## config.mk

```make
export PLATFORM = sky130hd
export DESIGN_NAME = json_reindent_validate
export DESIGN_NICKNAME = d
export VERILOG_FILES = /design/src/rtl/core/jrv_pkg.sv /design/src/rtl/core/jrv_front.sv /design/src/rtl/core/jrv_cmdq.sv /design/src/rtl/core/jrv_back.sv /design/src/rtl/core/json_reindent_validate.sv
export SDC_FILE = /design/constraint.sdc
export NUM_CORES = 1
export LEC_CHECK = 0
export BUFFER_PORTS_ARGS = -buffer_cell sky130_fd_sc_hd__buf_2
export CAP_MARGIN = 15
export CORE_AREA = 5 5 117 119
export CTS_CLUSTER_SIZE = 30
export DETAILED_ROUTE_END_ITERATION = 12
export DIE_AREA = 0 0 122 124
export PLACE_DENSITY = 0.73
export SLEW_MARGIN = 20
export SYNTH_ARGS = -nofsm -noshare
export SYNTH_HDL_FRONTEND = slang
export SYNTH_SLANG_ARGS = --single-unit
```

## constraint.sdc

```tcl
create_clock -name clk -period 3.2 [get_ports clk]
set_input_delay 0.32 -clock clk [delete_from_list [all_inputs] [get_ports clk]]
set_output_delay 0.32 -clock clk [all_outputs]
set_load 0.02 [all_outputs]
```

## src/rtl/core/jrv_pkg.sv

```systemverilog
// Shared types and character constants for the JSON reindenting validator.
`timescale 1ns / 1ps
package jrv_pkg;

  // Width of the nesting depth and of an indentation count.
  localparam int LVL_W = 6;
  // Width of the beat position counter inside one command.
  localparam int POS_W = LVL_W + 1;
  // Depth of the command queue between front and back.
  localparam int QDEPTH = 4;
  localparam int QPTR_W = 2;
  localparam int QCNT_W = 3;

  localparam logic [15:0] CH_LBRACE    = 16'h007B;
  localparam logic [15:0] CH_LBRACKET  = 16'h005B;
  localparam logic [15:0] CH_RBRACE    = 16'h007D;
  localparam logic [15:0] CH_RBRACKET  = 16'h005D;
  localparam logic [15:0] CH_COMMA     = 16'h002C;
  localparam logic [15:0] CH_QUOTE     = 16'h0022;
  localparam logic [15:0] CH_BACKSLASH = 16'h005C;
  localparam logic [15:0] CH_NEWLINE   = 16'h000A;
  localparam logic [15:0] CH_SPACE     = 16'h0020;

  // How the back end expands one character.
  typedef enum logic [1:0] {
    CMD_PLAIN = 2'd0,
    CMD_OPEN  = 2'd1,
    CMD_CLOSE = 2'd2,
    CMD_COMMA = 2'd3
  } cmd_kind_t;

  // One classified character on its way to the back end.
  typedef struct packed {
    cmd_kind_t          kind;
    logic [15:0]        ch;
    logic [LVL_W-1:0]   indent;
    logic               fin;
    logic               ok;
  } cmd_t;

  // Queue status seen by the front and the back.
  typedef struct packed {
    logic full;
    logic valid;
  } q_stat_t;

endpackage

```

## src/rtl/core/jrv_front.sv

```systemverilog
// Front end: classifies each character and tracks depth, string and error state.
`timescale 1ns / 1ps
module jrv_front #(
  parameter int MAX_NEST = 32
) (
  input  logic              clk,
  input  logic              rst_n,
  input  logic              accept,
  input  logic [15:0]       text_char,
  input  logic              final_char,
  output jrv_pkg::cmd_t     cmd
);
  import jrv_pkg::*;

  localparam logic [LVL_W-1:0] MaxLvl = LVL_W'(MAX_NEST);

  logic [LVL_W-1:0] nest_r, nest_nxt;
  logic             instr_r, instr_nxt;
  logic             esc_r, esc_nxt;
  logic             err_r, err_nxt;
  cmd_kind_t        kind;

  // Classify the character and work out the next state.
  always_comb begin
    nest_nxt  = nest_r;
    instr_nxt = instr_r;
    esc_nxt   = esc_r;
    err_nxt   = err_r;
    kind      = CMD_PLAIN;
    if (instr_r) begin
      if (esc_r) begin
        esc_nxt = 1'b0;
      end else if (text_char == CH_BACKSLASH) begin
        esc_nxt = 1'b1;
      end else if (text_char == CH_QUOTE) begin
        instr_nxt = 1'b0;
      end
    end else if (text_char == CH_QUOTE) begin
      instr_nxt = 1'b1;
    end else if (text_char inside {CH_LBRACE, CH_LBRACKET}) begin
      kind = CMD_OPEN;
      if (nest_r >= MaxLvl) begin
        err_nxt  = 1'b1;
        nest_nxt = MaxLvl;
      end else begin
        nest_nxt = nest_r + 1'b1;
      end
    end else if (text_char inside {CH_RBRACE, CH_RBRACKET}) begin
      kind = CMD_CLOSE;
      if (nest_r == '0) begin
        err_nxt = 1'b1;
      end else begin
        nest_nxt = nest_r - 1'b1;
      end
    end else if (text_char == CH_COMMA) begin
      kind = CMD_COMMA;
    end
  end

  assign cmd.kind   = kind;
  assign cmd.ch     = text_char;
  assign cmd.indent = nest_nxt;
  assign cmd.fin    = final_char;
  assign cmd.ok     = !err_nxt && !instr_nxt && (nest_nxt == '0);

  // State update; the final character starts a fresh text.
  always_ff @(posedge clk) begin
    if (!rst_n) begin
      nest_r  <= '0;
      instr_r <= 1'b0;
      esc_r   <= 1'b0;
      err_r   <= 1'b0;
    end else if (accept) begin
      if (final_char) begin
        nest_r  <= '0;
        instr_r <= 1'b0;
        esc_r   <= 1'b0;
        err_r   <= 1'b0;
      end else begin
        nest_r  <= nest_nxt;
        instr_r <= instr_nxt;
        esc_r   <= esc_nxt;
        err_r   <= err_nxt;
      end
    end
  end

endmodule

```

## src/rtl/core/jrv_cmdq.sv

```systemverilog
// Short command queue that decouples the front end from the back end.
`timescale 1ns / 1ps
module jrv_cmdq (
  input  logic              clk,
  input  logic              rst_n,
  input  logic              wr_en,
  input  jrv_pkg::cmd_t     wr_cmd,
  input  logic              rd_pop,
  output jrv_pkg::cmd_t     rd_cmd,
  output jrv_pkg::q_stat_t  stat
);
  import jrv_pkg::*;

  cmd_t              slot_r [QDEPTH];
  logic [QPTR_W-1:0] wptr_r, rptr_r;
  logic [QCNT_W-1:0] cnt_r;
  logic              do_wr, do_rd;

  assign stat.full  = (cnt_r == QCNT_W'(QDEPTH));
  assign stat.valid = (cnt_r != '0);
  assign do_wr      = wr_en && !stat.full;
  assign do_rd      = rd_pop && stat.valid;
  assign rd_cmd     = slot_r[rptr_r];

  // Entry storage.
  always_ff @(posedge clk) begin
    if (do_wr) begin
      slot_r[wptr_r] <= wr_cmd;
    end
  end

  // Pointers and fill count.
  always_ff @(posedge clk) begin
    if (!rst_n) begin
      wptr_r <= '0;
      rptr_r <= '0;
      cnt_r  <= '0;
    end else begin
      if (do_wr) begin
        wptr_r <= wptr_r + 1'b1;
      end
      if (do_rd) begin
        rptr_r <= rptr_r + 1'b1;
      end
      if (do_wr && !do_rd) begin
        cnt_r <= cnt_r + 1'b1;
      end else if (do_rd && !do_wr) begin
        cnt_r <= cnt_r - 1'b1;
      end
    end
  end

endmodule

```

## src/rtl/core/jrv_back.sv

```systemverilog
// Back end: expands each command into output beats held in an output register.
`timescale 1ns / 1ps
module jrv_back (
  input  logic              clk,
  input  logic              rst_n,
  input  jrv_pkg::cmd_t     cmd,
  input  logic              cmd_valid,
  output logic              cmd_pop,
  output logic              empty,
  input  logic              pop,
  output logic [15:0]       out_char,
  output logic              out_run_end,
  output logic              out_text_end,
  output logic              out_structure_ok
);
  import jrv_pkg::*;

  logic [POS_W-1:0] pos_r;
  logic             oval_r;
  logic [15:0]      och_r;
  logic             orun_r, otext_r, ook_r;
  logic             last;
  logic             advance;
  logic [15:0]      beat_ch;

  // Last beat of the current command.
  always_comb begin
    if (cmd.kind == CMD_PLAIN) begin
      last = (pos_r == '0);
    end else begin
      last = (pos_r == ({1'b0, cmd.indent} + POS_W'(1)));
    end
  end

  // Character for the current beat position.
  always_comb begin
    case (cmd.kind)
      CMD_PLAIN: beat_ch = cmd.ch;
      CMD_OPEN, CMD_COMMA: begin
        if (pos_r == '0) begin
          beat_ch = cmd.ch;
        end else if (pos_r == POS_W'(1)) begin
          beat_ch = CH_NEWLINE;
        end else begin
          beat_ch = CH_SPACE;
        end
      end
      CMD_CLOSE: begin
        if (pos_r == '0) begin
          beat_ch = CH_NEWLINE;
        end else if (last) begin
          beat_ch = cmd.ch;
        end else begin
          beat_ch = CH_SPACE;
        end
      end
      default: beat_ch = cmd.ch;
    endcase
  end

  assign advance = cmd_valid && (!oval_r || pop);
  assign cmd_pop = advance && last;

  // Beat position within the current command.
  always_ff @(posedge clk) begin
    if (!rst_n) begin
      pos_r <= '0;
    end else if (advance) begin
      pos_r <= last ? '0 : pos_r + 1'b1;
    end
  end

  // Output register.
  always_ff @(posedge clk) begin
    if (!rst_n) begin
      oval_r <= 1'b0;
    end else if (advance) begin
      oval_r <= 1'b1;
    end else if (pop) begin
      oval_r <= 1'b0;
    end
  end

  always_ff @(posedge clk) begin
    if (advance) begin
      och_r   <= beat_ch;
      orun_r  <= last;
      otext_r <= last && cmd.fin;
      ook_r   <= last && cmd.fin && cmd.ok;
    end
  end

  assign empty            = !oval_r;
  assign out_char         = och_r;
  assign out_run_end      = orun_r;
  assign out_text_end     = otext_r;
  assign out_structure_ok = ook_r;

endmodule

```

## src/rtl/core/json_reindent_validate.sv

```systemverilog
// Top level of the streaming JSON reindenter with bracket and string check.
`timescale 1ns / 1ps
// One 16-bit character enters per beat on push/full; results leave on
// empty/pop, one code unit per beat. The front end classifies a character
// in the cycle it is accepted and parks it in a four-entry command queue,
// so input keeps flowing while the back end is busy, until the queue fills.
// The back end emits one result beat per cycle when its output register is
// free or popped: a plain character is one beat, a comma or opening bracket
// two beats plus one per indentation space, a closing bracket likewise, so
// sustained throughput is set by the back end's output beats (up to
// MAX_NEST + 2 per character). The last beat of a text carries text_end and
// the structure verdict; the next character starts a new text at depth zero.
module json_reindent_validate #(
  parameter int MAX_NEST = 32
) (
  input  logic        clk,
  input  logic        rst_n,
  input  logic        push,
  output logic        full,
  input  logic [15:0] in_text_char,
  input  logic        in_final_char,
  output logic        empty,
  input  logic        pop,
  output logic [15:0] out_char,
  output logic        out_run_end,
  output logic        out_text_end,
  output logic        out_structure_ok
);
  import jrv_pkg::*;

  cmd_t    f_cmd;
  cmd_t    q_cmd;
  q_stat_t q_stat;
  logic    accept;
  logic    q_pop;

  assign full   = q_stat.full;
  assign accept = push && !q_stat.full;

  // Classification and state tracking.
  jrv_front #(
    .MAX_NEST (MAX_NEST)
  ) u_front (
    .clk        (clk),
    .rst_n      (rst_n),
    .accept     (accept),
    .text_char  (in_text_char),
    .final_char (in_final_char),
    .cmd        (f_cmd)
  );

  // Decoupling queue.
  jrv_cmdq u_cmdq (
    .clk    (clk),
    .rst_n  (rst_n),
    .wr_en  (accept),
    .wr_cmd (f_cmd),
    .rd_pop (q_pop),
    .rd_cmd (q_cmd),
    .stat   (q_stat)
  );

  // Beat expansion and output register.
  jrv_back u_back (
    .clk              (clk),
    .rst_n            (rst_n),
    .cmd              (q_cmd),
    .cmd_valid        (q_stat.valid),
    .cmd_pop          (q_pop),
    .empty            (empty),
    .pop              (pop),
    .out_char         (out_char),
    .out_run_end      (out_run_end),
    .out_text_end     (out_text_end),
    .out_structure_ok (out_structure_ok)
  );

endmodule
```

# Yosys cells after proc, flatten, opt, wreduce, memory -nomap -nowiden
# Memories as Yosys holds them, arrays and structs flattened. A register that Yosys moved wholly into a read port is not among the register bits.
# Cells that the tools add are included.
# word_totals
reg_bits	43
ram_bits	104
inputBits	21
out_inout_bits	21
wordCells	110
n_memories	1
# classes
add_sub_neg	8
n_lt_le_gt_ge	1
n_eq_ne	13
muxes	44
n_reduce_logical	30
# memory_table
name	depth	width	read_ports	rd_ports_with_merged_regs	wr	line_no	text
u_cmdq.slot_r	4	26	1	1	1	jrv_cmdq.sv:14	cmd_t slot_r [QDEPTH];
# ops
op	count
$eq A16 B7 Y1 const B	5
$mux W16	3
$mux W6	8
$pmux W16 S3	1
$eq A16 B6 Y1 const B	2
$mux W1	22
$mux W2	7
$logic_not A6 Y1	2
$logic_and A1 B1 Y1	11
$reduce_bool A2 Y1	5
$add A6 B1 Y7 const B	1
$add A7 B1 Y7 const B	1
$eq A7 B1 Y1 const B	1
$eq A7 B7 Y1	1
$logic_not A7 Y1	1
$mux W7	1
$add A6 B1 Y6 const B	1
$ge A6 B6 Y1 const B	1
$logic_not A1 Y1	6
$mux W3	2
$sub A6 B1 Y6 const B	1
$add A2 B1 Y2 const B	2
$eq A2 B2 Y1 const B	2
$add A3 B1 Y3 const B	1
8 further kinds	8

# Depth between registers and ports, before layout
# Gate-level depths: netlist of the first run.
# logic_depth
depth_word	9
ltp_mapped	15

# Cells and area by module
# A second synthesis of the first run with hierarchy kept.
# hier_totals
cells_unflattened	503
area_unflattened_um2	6989.2
# modules_own_cells
module	instances	cells_each	area_per_inst_um2	seq_area_each_um2
jrv_cmdq	1	184	4287.9	3303.2
jrv_back	1	166	1542.7	730.7
jrv_front	1	152	1144.8	180.2
json_reindent_validate	1	1	13.8	0.0

# Least setup slack after synthesis of the first run
# Ideal clock, no wire load.
# synth_timing
kind	register to register
startpoint	reg (tool-made name)
endpoint	reg u_cmdq.cnt_r[2]
setup_ns	0.071
arrival_ns	3.470
required_time_ns	3.129
slack_ns	-0.340
stages_incl_launch_ff	15
path_cell_list	dfxtp_1 -> buf_4 -> mux4_2 -> ha_1 -> nand3_1 -> nor3b_1 -> a211oi_1 -> a211oi_4 -> o21ai_2 -> ha_1 -> inv_1 -> fa_1 -> xor2_1 -> or3_1 -> a21oi_1
# synth_lines
element	line_no	text
to (signal assigned)	jrv_cmdq.sv:46	cnt_r <= cnt_r + 1'b1;
to (signal assigned)	jrv_cmdq.sv:48	cnt_r <= cnt_r - 1'b1;
to (decl)	jrv_cmdq.sv:16	logic [QCNT_W-1:0] cnt_r;

==> impl_results.md, run 1 <==
* Status: complete, but fails checks
* Failing checks: negative setup slack
* Seq. cell area at around 4200 um2
* Critical path's largest stage delay at between 500 and 600 ps
* Number of max-cap violations at 0
* Comb pwr share at 0.306
* Top-area cell type share of the netlist area at 0.565
* DRT Pass-1 Iters at 5
* Most Frequent Cell on Critical Path: xor2_1
* TritonCTS Buffers at 17
* CTS Sinks at 149
* Setup TNS at -154 ps
* Final Non-Filler Cells at just over 700
* Fmax at 298 MHz
* Cell family with most CP delay: compound AO/OA/AOI/OAI gates
* DPL Wire Length at about 8800 um
* Pwr dens at ~860 nW/um2
* Yosys warns at 0
* NetSw at between 2 and 2.5 mW
* Starting Density at 0.525
* Syn nets at approximately 490
* Post-Place Worst Slack at -127 ps
* CTS tree: yes
* Pint at roughly 4.6 mW
* Largest net degree at the start of global routing at 27
* Nets@finish at 563
* Vias in the first global route at 4000
* Worst Path Required at about 3500 ps
* Max transition margin at 0.573
* Fill count at roughly 900
* Multi-input logic area at 2270 um2
* First-pass GRT wire length at between 20000 and 25000 um
* CORE AREA at ~12000 um2
* Setup ws final at -154 ps
* Vias per cell at approximately 5.7
* Setup crit end kind: flip-flop
* CTS H-tree lvls at 4
* Via count at just over 4000
* Total GRT Usage at 0.192
* Dpl cells at 675
* Row Count at 41
* Die H at approximately 120 um
* WL final at between 10000 and 15000 um
* Final Max Slew Viols at 0
* Startpoint types: flip-flop
* Number of endpoints failing setup at the final stage at 1
* Register bit count reported by yosys at 149
* Hold Vio Cnt, Final at 0
* Post-synth cell types at between 60 and 70
* Clock share of power at 0.295
* Cells after synthesis at between 400 and 500
* Die ar. at between 15000 and 20000 um2
* ANT cells at 0
* Synthesis-to-finish area growth at 19.3%
* CP bufs+invs at 2
* Ys async rst share at 0
* WP data arrival at 3690 ps
* Synth top area cells: edfxtp_1 56%, mux4_2 8.6%, dfxtp_1 8.0%
* Root buffer cell: clkbuf_16
* Number of synthesized flops with an enable pin at 123
* Final Cycle Share at 1.05
* Flop-to-flop setup slack at -150 ps
* Area leader, netlist: edfxtp_1
* Share of layout cells above drive strength 1 at 0.280
* Gr ovfl total at 0
* CTS clk-pin slew, worst paths at 60 ps
* Top FF cell, synth: edfxtp_1
* Switch share at 0.313
* Drc violations at 0
* Unrepaired setup endpoints after global routing: true
* Slew @ Worst Pin at about 640 ps
* Peak VDD IR at roughly 400 uV
* Seq/Total Area, Yosys at 0.644
* Syn_area_per_cell at around 14 um2
* Final Wtd Congestion at about 0.77
* Die Wd at 122 um
* Antenna-violating nets left at 0
* Clk buf depth at 2
* Number of I/O pins at 42
* Worst clock skew at ~8 ps
* Hold WC Path Type: in -> reg
* Share of power burned in registers at 0.399
* Minimum clock period at 3350 ps
* Slowest stage cell, crit path: mux4_2
* Cell area after synthesis at between 6000 and 7000 um2
* Initial antenna violation count at 0
* Skew-Pair Late Insertion Delay at 410 ps
* Critical path class: reg -> reg
* First-iteration detailed-routing DRC count at around 340
* Crit-path max FO at 7
* WL/cell at approximately 19 um
* Critical path cell sequence: buf_4, mux4_2, xor2_1, and4_1, a211oi_2, a211oi_4, o21ai_4, ha_2, inv_2, fa_2, xor2_1, or3_1, a21oi_2
* Pleak at roughly 2.8 nW
* # port buffers at 41
[power groups by stage]
stage	Sequential [mW]	Clock, mW	Combinational (mW)
2_1_floorplan	2.83	0	1.22
3_3_place_gp	2.68	0	1.85
3_5_place_dp	2.69	0	1.92
4_1_cts	2.66	1.99	1.99
5_1_grt	2.69	2.09	2.21
6_report	2.66	1.97	2.04
[cells by family (layout without fill, tap and decap cells)]
family,count (synthesis),count (layout),share of synthesized area
flip-flops,149,149,0.644
adder cells (fa/ha/maj),13,13,0.0260
multiplexers,30,30,0.0937
XOR/XNOR,16,16,0.0226
AND/OR/NAND/NOR,143,143,0.113
buffers and inverters,36,123,0.0228
AO/OA/AOI/OAI,66,66,0.0775
[stage by stage]
step                      hold slack, ps  power, mW  utilization  cell area [um2]
after floorplan                      419       4.05            -             6600
after global placement               455       4.52        0.571             7120
after detailed placement             462       4.61        0.571             7120
after CTS                            114       6.64        0.623             7760
after global routing                 114       6.99        0.626             7800
final                                135       6.67        0.626             7800
[registers in the layout, summed over array words and instances, names as in the netlist, 2 cells and up, named ones only]
register / flops
u_cmdq.cnt_r: 3
u_cmdq.slot_r: 104
u_back.pos_r: 7
u_cmdq.wptr_r: 2
u_front.nest_r: 6
u_back.out_char: 16
u_cmdq.rptr_r: 2
[synth_stat cells, drive strengths merged, types with 2 or more instances]
| cell | n |
|---|---|
| nand3 | 12 |
| nor3b | 3 |
| clkinv | 2 |
| nand4 | 2 |
| and3 | 7 |
| nand2 | 36 |
| o211a | 2 |
| a2111oi | 3 |
| o311ai | 2 |
| xnor2 | 10 |
| nor2b | 4 |
| nor3 | 7 |
| clkbuf | 10 |
| o211ai | 8 |
| and2 | 8 |
| nor4 | 7 |
| nor2 | 31 |
| and4 | 3 |
| buf | 5 |
| or3 | 7 |
| ha | 12 |
| mux4 | 25 |
| a21oi | 13 |
| or4 | 2 |
| edfxtp | 123 |
| dfxtp | 26 |
| a22oi | 5 |
| mux2i | 5 |
| nand4b | 2 |
| o21ai | 9 |
| a211oi | 6 |
| a21o | 6 |
| inv | 19 |
| xor2 | 6 |
| nand2b | 8 |
[placed cells by master (no fill, tap or decap), drive strengths merged, types with 7 or more instances in the layout]
cell / count
o21ai: 9
mux4: 25
and2: 8
edfxtp: 123
clkbuf: 18
inv: 22
or3: 7
and3: 7
o211ai: 8
xnor2: 10
nand2: 36
dfxtp: 26
nand3: 12
nor4: 7
nand2b: 8
ha: 12
nor2: 31
a21oi: 13
nor3: 7
buf: 72
[per-layer routing]
| metal | wire [um] | GRT usage | up-vias |
|---|---|---|---|
| met2 | 6730 | 0.310 | 129 |
| met1 | 5810 | 0.255 | 1983 |
| li1 | - | - | 1892 |
| met3 | 829 | 0.0581 | 20 |
| met4 | 176 | 0.0532 | 0 |
| met5 | 0 | 0 | - |
[timing repair]
action | in CTS | in global routing
buffers inserted | 4 | 3
setup endpoints to repair | 2 | 2
pin swaps | 13 | 5
resized for setup | 5 | 4
hold buffers | 0 | 0
[worst paths after layout]
check,end,depth (start not counted),from
setup / recovery,u_cmdq.cnt_r[2],13,flip-flop
hold reg to reg,u_front.esc_r,2,u_front.esc_r
hold / removal,u_cmdq.slot_r[1][17],1,in_text_char[9]
setup reg to reg,u_cmdq.cnt_r[2],13,flip-flop
[final cells by class]
type	count	area share
flip-flops and latches	149	0.541
multi-input cells	268	0.291
repair buffers	72	0.0561
clock buffers	18	0.0550
well taps	172	0.0276
clock inverters	12	0.0197
inverters	21	0.0101
Power figures use the tool's default switching activity.
==> run 2: changes to the inputs <==
--- a/config.mk
+++ b/config.mk
@@ -11,6 +11,7 @@
 export CTS_CLUSTER_SIZE = 30
 export DETAILED_ROUTE_END_ITERATION = 12
 export DIE_AREA = 0 0 122 124
+export GPL_TIMING_DRIVEN = 0
 export PLACE_DENSITY = 0.73
 export SLEW_MARGIN = 20
 export SYNTH_ARGS = -nofsm -noshare
==> constraint.sdc (replaced) <==
create_clock -name clk -period 3 [get_ports clk]
set_input_delay 0.3 -clock clk [delete_from_list [all_inputs] [get_ports clk]]
set_output_delay 0.3 -clock clk [all_outputs]
set_load 0.02 [all_outputs]
==> impl_results.md, run 2 (synthesized netlist as in run 1, its figures left out) <==
* Initial antenna violation count at 0 (unchanged)
* Crit-path max FO at 7 (unchanged)
* Most Frequent Cell on Critical Path: ha_4
* Clock share of power at 0.283 (-0.012)
* Synthesis-to-finish area growth at 18.4%
* Share of layout cells above drive strength 1 at 0.275 (-0.00454)
* Pleak at 2.76 nW (-2.8%)
* Worst clock skew at 11.6 ps (+3.33 ps)
* # port buffers at 41 (unchanged)
* Startpoint types: flip-flop
* CP bufs+invs at 2 (unchanged)
* Starting Density at 0.525 (unchanged)
* First-iteration detailed-routing DRC count at 235 (-31%)
* Post-Place Worst Slack at -666 ps (-538 ps)
* DRT Pass-1 Iters at 4 (-1)
* Setup ws final at -260 ps (-106 ps)
* Critical path class: reg -> reg
* Pint at 4.63 mW (+1.0%)
* WL final at 12700 um (-6.6%)
* Failing checks: negative setup slack
* Row Count at 41 (unchanged)
* Comb pwr share at 0.308 (+0.002)
* Worst Path Required at 3290 ps (-250 ps)
* Number of I/O pins at 42 (unchanged)
* NetSw at 2.24 mW (+7.4%)
* Die H at 124 um (unchanged)
* Hold Vio Cnt, Final at 0 (unchanged)
* Max transition margin at 0.445 (-0.128)
* Final Max Slew Viols at 0 (unchanged)
* CTS tree: yes
* Die ar. at 15100 um2 (unchanged)
* Via count at 3918 (-2.6%)
* Vias per cell at 5.52 (-2.4%)
* Pwr dens at 887 nW/um2 (+3.8%)
* CTS H-tree lvls at 4 (unchanged)
* Unrepaired setup endpoints after global routing: true
* Total GRT Usage at 0.180 (-0.0120)
* Minimum clock period at 3260 ps (-93.9 ps)
* Status: complete, but fails checks
* Drc violations at 0 (unchanged)
* Number of endpoints failing setup at the final stage at 2 (+1)
* WL/cell at 17.8 um (-6.3%)
* Peak VDD IR at 428 uV (+8.0%)
* Fmax at 307 MHz (+2.9%)
* WP data arrival at 3550 ps (-140 ps)
* Setup crit end kind: flip-flop
* ANT cells at 0 (unchanged)
* Cell family with most CP delay: adder cells
* Number of max-cap violations at 0 (unchanged)
* Slowest stage cell, crit path: mux4_2
* Root buffer cell: clkbuf_16
* Largest net degree at the start of global routing at 27 (unchanged)
* Most frequent cells in the layout: 123 x edfxtp_1, 43 x buf_2, 35 x nand2_1, 29 x nor2_1
* Critical path cell sequence: buf_12, mux4_2, ha_4, xnor2_2, o21ai_1, nor3_1, nand3_1, a211oi_4, o21ai_4, ha_4, inv_2, fa_2, mux2i_1, nor2_1
* Hold WC Path Type: in -> reg
* Nets@finish at 559 (-0.71%)
* Utilization after layout at 0.621 (-0.00452)
* Skew-Pair Late Insertion Delay at 430 ps (+20 ps)
* CTS clk-pin slew, worst paths at 70 ps (about the same)
* TritonCTS Buffers at 17 (unchanged)
* Max reg flops at 104 (unchanged)
* Fill count at 918 (+3.3%)
* Slew @ Worst Pin at 833 ps (+192 ps)
* Gr ovfl total at 0 (unchanged)
* CTS Sinks at 149 (unchanged)
* Critical path's largest stage delay at 550 ps (-30 ps)
* Switch share at 0.326 (+0.0133)
* Top reg by flops: u_cmdq.slot_r
* Most common cell after layout, fill and taps aside: edfxtp_1
* Share of power burned in registers at 0.409 (+0.010)
* Hold buffer count at CTS at 0 (unchanged)
* Die Wd at 122 um (unchanged)
* Vias in the first global route at 3885 (-2.9%)
* Final Cycle Share at 1.09 (+0.0386)
* Antenna-violating nets left at 0 (unchanged)
* CORE AREA at 12500 um2 (unchanged)
* First-pass GRT wire length at 20400 um (-5.0%)
* Final Wtd Congestion at 0.829 (+7.3%)
* Clk buf depth at 2 (unchanged)
* DPL Wire Length at 8350 um (-5.2%)
## run 2: stage by stage
step                      cells  instance area, um2  TNS, ps  power [mW]  hold slack [ps]
final                       710                7740     -510        6.87             96.5
after global routing        710                7740     -906        7.24             82.7
after CTS                   705                7660     -491        6.90             82.6
after detailed placement    666                7020    -3790        4.85              463
after global placement      666                7020    -2900        4.78              455
after floorplan             453                6600     -559        4.32              399
## run 2: per-layer routing
metal | routed length, um | vias up | global-route usage
met5 | 0 | - | 0
met2 | 6080 | 97 | 0.282
met1 | 5630 | 1920 | 0.247
met4 | 147 | 0 | 0.0602
met3 | 798 | 13 | 0.0486
li1 | - | 1888 | -
## run 2: timing repair
item,CTS,global route
setup endpoints to repair,11,17
gates resized for setup,6,10
setup buffers,7,6
pin swaps,7,4
## run 2: final timing paths
kind                         start              endpoint  slack (ps)  cells past startpoint
setup / recovery         flip-flop       u_cmdq.cnt_r[1]        -260                     14
setup reg to reg         flip-flop       u_cmdq.cnt_r[1]        -260                     14
hold / removal    in_text_char[13]  u_cmdq.slot_r[1][21]         100                      1
hold reg to reg      u_back.oval_r         u_back.oval_r         470                      2
## run 2: final cells by class
type / instances / area (um2) / share of cell area
inverter: 21 / 82.6 / 0.0107
sequential: 149 / 4220 / 0.544
timing repair buffer: 53 / 299 / 0.0386
clock inverter: 14 / 121 / 0.0157
buffer: 15 / 82.6 / 0.0107
clock buffer: 18 / 429 / 0.0554
multi-input combinational: 268 / 2300 / 0.297
tap: 172 / 215 / 0.0278
## run 2: power groups by stage
stage / clock, mW / sequential (mW) / combinational (mW)
floorplan: 0 / 3.02 / 1.30
global placement: 0 / 2.84 / 1.93
detailed placement: 0 / 2.85 / 1.99
CTS: 1.99 / 2.81 / 2.10
global route: 2.08 / 2.84 / 2.32
finish: 1.94 / 2.81 / 2.12
## run 2: worst register-to-register path: stages, from the launching register on
cell	delay [ps]
dfxtp_2	340
buf_12	120
mux4_2	550
ha_4	300
xnor2_2	100
o21ai_1	90
nor3_1	200
nand3_1	150
a211oi_4	270
o21ai_4	110
ha_4	200
inv_2	50
fa_2	420
mux2i_1	160
nor2_1	70
